==> src/rtl/core/b64enc_pkg.sv <==
`default_nettype none

package b64enc_pkg;

   // Depth of the job queue between front and back
   parameter int unsigned QUEUE_DEPTH = 4;

   // ASCII codes used by the alphabet map
   localparam logic [7:0] CHAR_PAD       = 8'd61;  // '='
   localparam logic [7:0] CHAR_PLUS      = 8'd43;  // '+'
   localparam logic [7:0] CHAR_SLASH     = 8'd47;  // '/'
   localparam logic [7:0] CHAR_MINUS     = 8'd45;  // '-'
   localparam logic [7:0] CHAR_UNDERLINE = 8'd95;  // '_'
   localparam logic [7:0] CHAR_UPPER_A   = 8'd65;  // 'A'
   localparam logic [7:0] CHAR_LOWER_OFS = 8'd71;  // 'a' minus 26
   localparam logic [7:0] CHAR_DIGIT_OFS = 8'd4;   // 52 minus '0'

   // Sextet range limits
   localparam logic [5:0] SEXT_LOWER  = 6'd26;
   localparam logic [5:0] SEXT_DIGIT  = 6'd52;
   localparam logic [5:0] SEXT_SYM62  = 6'd62;

   // Position of the next byte within its 3-byte group
   typedef enum logic [1:0] {
      PHASE_FIRST  = 2'd0,
      PHASE_SECOND = 2'd1,
      PHASE_THIRD  = 2'd2
   } phase_type;

   // One classified byte: up to four output symbols
   typedef struct packed {
      logic [3:0]      pad;        // slot is '=' padding
      logic [3:0][5:0] sext;       // sextet per slot
      logic [1:0]      last_slot;  // index of final slot of this job
      logic            last;       // job closes the message
   } job_type;

   // Queue status seen by front and back
   typedef struct packed {
      logic full;
      logic empty;
   } queue_status_type;

   // Map one sextet to its ASCII character
   function automatic logic [7:0] sextet_char(input logic [5:0] s, input logic url);
      logic [7:0] c;
      if (s < SEXT_LOWER) begin
         c = CHAR_UPPER_A + {2'b00, s};
      end else if (s < SEXT_DIGIT) begin
         c = CHAR_LOWER_OFS + {2'b00, s};
      end else if (s < SEXT_SYM62) begin
         c = {2'b00, s} - CHAR_DIGIT_OFS;
      end else if (s == SEXT_SYM62) begin
         c = url ? CHAR_MINUS : CHAR_PLUS;
      end else begin
         c = url ? CHAR_UNDERLINE : CHAR_SLASH;
      end
      return c;
   endfunction

endpackage

`default_nettype wire

==> src/rtl/core/b64enc_front.sv <==
`default_nettype none

module b64enc_front (
   input  wire logic                        clock,
   input  wire logic                        reset,
   input  wire logic                        req_valid,
   input  wire logic [7:0]                  req_data_byte,
   input  wire logic                        req_last_byte,
   input  wire b64enc_pkg::queue_status_type q_status,
   output logic                             req_stall,
   output logic                             push,
   output b64enc_pkg::job_type              push_job
);

   b64enc_pkg::phase_type phase_ff, phase_in;
   logic [3:0]            left_ff, left_in;
   logic                  accept;

   assign req_stall = q_status.full;
   assign accept    = req_valid && !q_status.full;
   assign push      = accept;

   // Group position and leftover bits
   always_ff @(posedge clock) begin
      if (reset) begin
         phase_ff <= b64enc_pkg::PHASE_FIRST;
         left_ff  <= 4'd0;
      end else if (accept) begin
         phase_ff <= phase_in;
         left_ff  <= left_in;
      end
   end

   // Classify the byte into output slots
   always_comb begin
      push_job      = '0;
      push_job.last = req_last_byte;
      phase_in      = phase_ff;
      left_in       = left_ff;
      case (phase_ff)
         b64enc_pkg::PHASE_SECOND: begin
            push_job.sext[0] = {left_ff[1:0], req_data_byte[7:4]};
            if (req_last_byte) begin
               push_job.sext[1]   = {req_data_byte[3:0], 2'b00};
               push_job.pad[2]    = 1'b1;
               push_job.last_slot = 2'd2;
            end else begin
               push_job.last_slot = 2'd0;
               left_in            = req_data_byte[3:0];
               phase_in           = b64enc_pkg::PHASE_THIRD;
            end
         end
         b64enc_pkg::PHASE_THIRD: begin
            push_job.sext[0]   = {left_ff, req_data_byte[7:6]};
            push_job.sext[1]   = req_data_byte[5:0];
            push_job.last_slot = 2'd1;
            left_in            = 4'd0;
            phase_in           = b64enc_pkg::PHASE_FIRST;
         end
         default: begin
            // start of group; the unused code acts the same
            push_job.sext[0] = req_data_byte[7:2];
            if (req_last_byte) begin
               push_job.sext[1]   = {req_data_byte[1:0], 4'b0000};
               push_job.pad[2]    = 1'b1;
               push_job.pad[3]    = 1'b1;
               push_job.last_slot = 2'd3;
            end else begin
               push_job.last_slot = 2'd0;
               left_in            = {2'b00, req_data_byte[1:0]};
               phase_in           = b64enc_pkg::PHASE_SECOND;
            end
         end
      endcase
      // message end restarts the group
      if (req_last_byte) begin
         phase_in = b64enc_pkg::PHASE_FIRST;
         left_in  = 4'd0;
      end
   end

endmodule

`default_nettype wire

==> src/rtl/core/b64enc_fifo.sv <==
`default_nettype none

module b64enc_fifo #(
   parameter int unsigned DEPTH = b64enc_pkg::QUEUE_DEPTH
) (
   input  wire logic                        clock,
   input  wire logic                        reset,
   input  wire logic                        push,
   input  wire b64enc_pkg::job_type         push_job,
   input  wire logic                        pop,
   output b64enc_pkg::job_type              head_job,
   output b64enc_pkg::queue_status_type     q_status
);

   localparam int unsigned AW = (DEPTH > 1) ? $clog2(DEPTH) : 1;
   localparam int unsigned CW = $clog2(DEPTH + 1);

   b64enc_pkg::job_type mem_ff [DEPTH];
   logic [AW-1:0]       wr_ptr_ff, rd_ptr_ff;
   logic [CW-1:0]       count_ff;
   logic                do_push, do_pop;

   assign q_status.full  = (count_ff == CW'(DEPTH));
   assign q_status.empty = (count_ff == '0);
   assign do_push        = push && !q_status.full;
   assign do_pop         = pop && !q_status.empty;
   assign head_job       = mem_ff[rd_ptr_ff];

   // Storage
   always_ff @(posedge clock) begin
      if (do_push) begin
         mem_ff[wr_ptr_ff] <= push_job;
      end
   end

   // Pointers and fill count
   always_ff @(posedge clock) begin
      if (reset) begin
         wr_ptr_ff <= '0;
         rd_ptr_ff <= '0;
         count_ff  <= '0;
      end else begin
         if (do_push) begin
            wr_ptr_ff <= (wr_ptr_ff == AW'(DEPTH - 1)) ? '0 : wr_ptr_ff + 1'b1;
         end
         if (do_pop) begin
            rd_ptr_ff <= (rd_ptr_ff == AW'(DEPTH - 1)) ? '0 : rd_ptr_ff + 1'b1;
         end
         if (do_push && !do_pop) begin
            count_ff <= count_ff + 1'b1;
         end else if (do_pop && !do_push) begin
            count_ff <= count_ff - 1'b1;
         end
      end
   end

endmodule

`default_nettype wire

==> src/rtl/core/b64enc_back.sv <==
`default_nettype none

module b64enc_back (
   input  wire logic                        clock,
   input  wire logic                        reset,
   input  wire logic                        url_alphabet,
   input  wire b64enc_pkg::job_type         head_job,
   input  wire b64enc_pkg::queue_status_type q_status,
   output logic                             pop,
   input  wire logic                        rsp_stall,
   output logic                             rsp_valid,
   output logic [7:0]                       rsp_out_char,
   output logic                             rsp_out_last
);

   logic [1:0] slot_ff;
   logic       valid_ff;
   logic [7:0] char_ff;
   logic       last_ff;
   logic       load;
   logic       slot_end;

   assign load      = !q_status.empty && (!valid_ff || !rsp_stall);
   assign slot_end  = (slot_ff == head_job.last_slot);
   assign pop       = load && slot_end;

   assign rsp_valid    = valid_ff;
   assign rsp_out_char = char_ff;
   assign rsp_out_last = last_ff;

   // Slot counter and output valid
   always_ff @(posedge clock) begin
      if (reset) begin
         slot_ff  <= 2'd0;
         valid_ff <= 1'b0;
      end else if (load) begin
         slot_ff  <= slot_end ? 2'd0 : slot_ff + 2'd1;
         valid_ff <= 1'b1;
      end else if (!rsp_stall) begin
         valid_ff <= 1'b0;
      end
   end

   // Output character register
   always_ff @(posedge clock) begin
      if (load) begin
         char_ff <= head_job.pad[slot_ff] ? b64enc_pkg::CHAR_PAD :
                    b64enc_pkg::sextet_char(head_job.sext[slot_ff], url_alphabet);
         last_ff <= head_job.last && slot_end;
      end
   end

endmodule

`default_nettype wire

==> src/rtl/core/base64_stream_encoder.sv <==
`default_nettype none

// Base64 encoder (RFC 4648) for a byte stream. Each accepted byte on req_ is
// turned into the characters it completes and queued; rsp_ delivers one
// character per cycle while rsp_stall is low, with '=' padding after the final
// byte and rsp_out_last on the final character. Bytes are taken one per cycle
// while the job queue (QUEUE_DEPTH entries) has room; sustained, the
// single-character output register sets the rate, as the three bytes of a
// group yield one, one and two characters and a final byte up to four.
// csr_url_alphabet selects '-' and '_' instead of '+' and '/'; write it only
// while no message is in flight. csr_ready is always high.
module base64_stream_encoder #(
   parameter int unsigned QUEUE_DEPTH = b64enc_pkg::QUEUE_DEPTH
) (
   input  wire logic       clock,
   input  wire logic       reset,
   input  wire logic       req_valid,
   output logic            req_stall,
   input  wire logic [7:0] req_data_byte,
   input  wire logic       req_last_byte,
   output logic            rsp_valid,
   input  wire logic       rsp_stall,
   output logic [7:0]      rsp_out_char,
   output logic            rsp_out_last,
   input  wire logic       csr_valid,
   output logic            csr_ready,
   input  wire logic       csr_url_alphabet
);

   logic                         url_ff;
   logic                         push, pop;
   b64enc_pkg::job_type          push_job, head_job;
   b64enc_pkg::queue_status_type q_status;

   assign csr_ready = 1'b1;

   // Alphabet select register
   always_ff @(posedge clock) begin
      if (reset) begin
         url_ff <= 1'b0;
      end else if (csr_valid && csr_ready) begin
         url_ff <= csr_url_alphabet;
      end
   end

   b64enc_front u_front (
      .clock         (clock),
      .reset         (reset),
      .req_valid     (req_valid),
      .req_data_byte (req_data_byte),
      .req_last_byte (req_last_byte),
      .q_status      (q_status),
      .req_stall     (req_stall),
      .push          (push),
      .push_job      (push_job)
   );

   b64enc_fifo #(
      .DEPTH (QUEUE_DEPTH)
   ) u_fifo (
      .clock    (clock),
      .reset    (reset),
      .push     (push),
      .push_job (push_job),
      .pop      (pop),
      .head_job (head_job),
      .q_status (q_status)
   );

   b64enc_back u_back (
      .clock        (clock),
      .reset        (reset),
      .url_alphabet (url_ff),
      .head_job     (head_job),
      .q_status     (q_status),
      .pop          (pop),
      .rsp_stall    (rsp_stall),
      .rsp_valid    (rsp_valid),
      .rsp_out_char (rsp_out_char),
      .rsp_out_last (rsp_out_last)
   );

endmodule

`default_nettype wire

==> config.mk <==
export PLATFORM = sky130hd
export DESIGN_NAME = base64_stream_encoder
export DESIGN_NICKNAME = d
export VERILOG_FILES = /design/src/rtl/core/b64enc_pkg.sv /design/src/rtl/core/b64enc_front.sv /design/src/rtl/core/b64enc_fifo.sv /design/src/rtl/core/b64enc_back.sv /design/src/rtl/core/base64_stream_encoder.sv
export SDC_FILE = /design/constraint.sdc
export NUM_CORES = 1
export LEC_CHECK = 0
export ABC_AREA = 1
export CAP_MARGIN = 20
export CELL_PAD_IN_SITES_DETAIL_PLACEMENT = 1
export CELL_PAD_IN_SITES_GLOBAL_PLACEMENT = 2
export CORE_ASPECT_RATIO = 1.4
export CORE_MARGIN = 5
export CORE_UTILIZATION = 40
export DETAILED_ROUTE_END_ITERATION = 6
export DONT_BUFFER_PORTS = 1
export MAX_ROUTING_LAYER = met4
export PLACE_DENSITY_LB_ADDON = 0.1
export SLEW_MARGIN = 30
export SYNTH_ARGS = -nofsm -noshare
export SYNTH_HDL_FRONTEND = slang
export SYNTH_SLANG_ARGS = --single-unit
==> constraint.sdc <==
create_clock -name clock -period 2.48 [get_ports clock]
set_input_delay 0.496 -clock clock [delete_from_list [all_inputs] [get_ports clock]]
set_output_delay 0.496 -clock clock [all_outputs]
set_load 0.05 [all_outputs]
==> impl_metrics.json <==
{
  "timing.final.crit_period_ps": 2258,
  "cpPeakStageDelay_ps": 410,
  "core-area_mm2": 0.01176,
  "cp_top_family": "adder cells",
  "portBuffers": 0,
  "n_antenna_cell": 0,
  "clkSlewWorstSetupHoldPaths_ps": 70,
  "synthCells": 496,
  "cp-end-kind": "flop",
  "combPwrFrac_pct": 42.8,
  "synth_warnings": 0,
  "cp_common_cell": "o21ai_0",
  "antenna_found_initial": 0,
  "avgSynthCellArea_um2": 9.573,
  "p_leak_nw": 2.253,
  "synth.top_cell.area_share_pct": 48.70,
  "dr.pass1.iters": 4,
  "place_area_mm2": 0.005026,
  "min_path_cells": 1,
  "worstPathRequired_ps": 2710,
  "p_int_mw": 4.044,
  "grt_pass1_wl_um": 19750,
  "start_kind": "flop",
  "htree_levels": 3,
  "final_cell_area_mm2": 0.005344,
  "syn_area_mm2": 0.004748,
  "final_cell_mix": "nand2_1 (106), edfxtp_1 (77), inv_1 (66)",
  "grt_max_degree": 27,
  "detail-route-antenna-nets": 0,
  "gr-total-overflow": 0,
  "cts_num_sinks": 96,
  "maxCapViolCount": 0,
  "skew_ps": 6.620,
  "drtIter0Drc": 228,
  "area_growth_pct": 12.54,
  "hpwl_um": 9119,
  "hold_viol_final": 0,
  "ys_top_cells_by_area": "edfxtp_1 (49%), nand2_1 (8.4%), dfxtp_1 (8.0%), inv_1 (5.2%), nor2_1 (4.3%)",
  "rows": 47,
  "postCtsSetupBuffers": 0,
  "p_sw_share_pct": 41.95,
  "wl_per_cell_um": 18.15,
  "crit_path_top_delay_cell": "fa_1",
  "post-synth-top-area-cell": "edfxtp_1",
  "power_frac_seq_pct": 36.8,
  "p_clk_share_pct": 20.4,
  "crit_path_cell_trace": "buf_6, o21ai_0, o22ai_1, xor2_1, nand3_2, ha_1, inv_1, fa_1, o21ai_0, a21oi_1",
  "ir_drop_uv": 468.9,
  "die_y_um": 138.9,
  "layout_commonest_cell": "nand2_1",
  "instances_no_fill": 670,
  "hold_path_class": "input port to flop",
  "vias": 3449,
  "place.gp.congestion": 0.8630,
  "wl_um": 12160,
  "synth.distinct_cells": 38,
  "vias_per_cell": 5.148,
  "min_period_over_period_pct": 91.05,
  "critical_path_class": "flop to flop",
  "die_area_mm2": 0.01418,
  "status": "completed",
  "synth_nets": 526,
  "dp.cells": 654,
  "clock_latency_ps": 340,
  "finalSetupViolCount": 0,
  "critPathMaxFanout": 12,
  "cts_tree": "built",
  "power_switching_mw": 2.922,
  "drc": 0,
  "r2r_cells": 10,
  "cts-buffers-inserted": 9,
  "power.density_mw_per_mm2": 1304,
  "fmax_mhz": 442.9,
  "worstPathArrival_ps": 2490,
  "grt_pass1_vias": 3741,
  "yosysSeqAreaShare_pct": 56.71,
  "track_usage_pct": 19.06,
  "cts-root-buf": "clkbuf_16",
  "layout.nets": 548,
  "path_depth": 10,
  "drive_gt1_share_pct": 12.62,
  "cts_buffer_depth": 2,
  "die_w_um": 102.1,
  "io-pin-count": 27,
  "ys_ff_latch": 96,
  "slew_viol_final": 0,
  "cp_num_buf_inv": 2,
  "start_util_pct": 40.37
}
==> layout make-up <==
class | count | area, um2
clock buffer | 14 | 264.0
timing repair buffer | 26 | 211.5
clock inverter | 2 | 37.54
sequential | 96 | 2696
tap | 147 | 183.9
multi-input combinational | 311 | 1668
fill | 1370 | 6417
inverter | 74 | 282.8
==> state kept, by name, indices dropped and copies added (netlist names), named ones only <==
register / flops
u_fifo.mem_ff: 68
u_back.rsp_out_char: 8
u_front.left_ff: 4
u_fifo.count_ff: 3
u_back.slot_ff: 2
u_fifo.rd_ptr_ff: 2
u_fifo.wr_ptr_ff: 2
u_front.phase_ff: 2
u_back.rsp_out_last: 1
u_back.rsp_valid: 1
url_ff: 1
==> worst paths after layout <==
path              slack, ps                from            endpoint
hold reg to reg         460  u_front.left_ff[3]  u_front.left_ff[3]
setup reg to reg        220                flop  u_fifo.count_ff[1]
setup / recovery        220                flop  u_fifo.count_ff[1]
hold / removal          220               reset  u_front.left_ff[3]
==> stage by stage <==
stage	TNS [ps]	total power, mW	hold WS, ps	setup slack (ps)	util, %
after CTS	0	7.070	202.2	84.45	45.30
after global placement	0	5.544	453.3	177.2	42.73
final	0	6.966	216.0	221.9	45.44
after global routing	-2.571	7.511	196.2	-2.571	45.44
after detailed placement	0	5.634	454.6	89.47	42.73
after floorplan	0	4.666	439.3	155.2	-
==> Yosys cell counts <==
cell type	number
ha_1	14
nand4_1	3
a32o_1	1
xor2_1	6
nor2b_4	1
o22ai_1	3
fa_1	1
nand3_1	37
clkbuf_1	3
conb_1	1
buf_6	6
o21ai_0	25
edfxtp_1	77
dfxtp_1	19
o211a_1	1
nand3_4	3
nor3_1	3
nor2_4	2
o221ai_1	1
a21oi_1	18
inv_4	1
nor2_2	1
nor2b_1	1
o21ai_1	7
a211oi_1	2
o32ai_1	1
o211ai_1	8
nand2_1	106
nand2_2	1
inv_1	66
nand3_2	7
o31ai_1	1
nor2_1	54
inv_2	7
nand2_4	1
buf_4	4
buf_2	2
o21a_1	1
==> metal layers <==
metal	share of wire (%)	up-vias	GRT usage, %
met5	0	-	-
met4	2.3	0	6.634
met3	2.6	20	4.026
met2	55	42	34.16
met1	40	1698	20.28
li1	-	1689	-
==> cells by family (layout without fill, tap and decap cells) <==
group / after synthesis / count (layout) / share of synthesized area (%)
AO/OA/AOI/OAI: 69 / 69 / 8.353
adder cells (fa/ha/maj): 15 / 15 / 4.111
AND/OR/NAND/NOR: 220 / 220 / 21.24
other: 1 / 1 / 0.07898
XOR/XNOR: 6 / 6 / 1.107
buffers and inverters: 89 / 116 / 8.406
flip-flops: 96 / 96 / 56.71
==> what timing repair did <==
item                                    in CTS  in global routing
gates resized for setup                      0                  6
hold buffers                                 0                  0
endpoints found under the setup margin       0                  5
==> power by group through the flow <==
| stage | Sequential, mW | Clock, mW | Combinational, mW |
|---|---|---|---|
| after floorplan | 2.57 | 0 | 2.09 |
| after global placement | 2.59 | 0 | 2.96 |
| after detailed placement | 2.60 | 0 | 3.03 |
| after CTS | 2.57 | 1.46 | 3.04 |
| after global routing | 2.59 | 1.54 | 3.38 |
| final | 2.56 | 1.42 | 2.98 |
(Power assumes the default switching activity.)
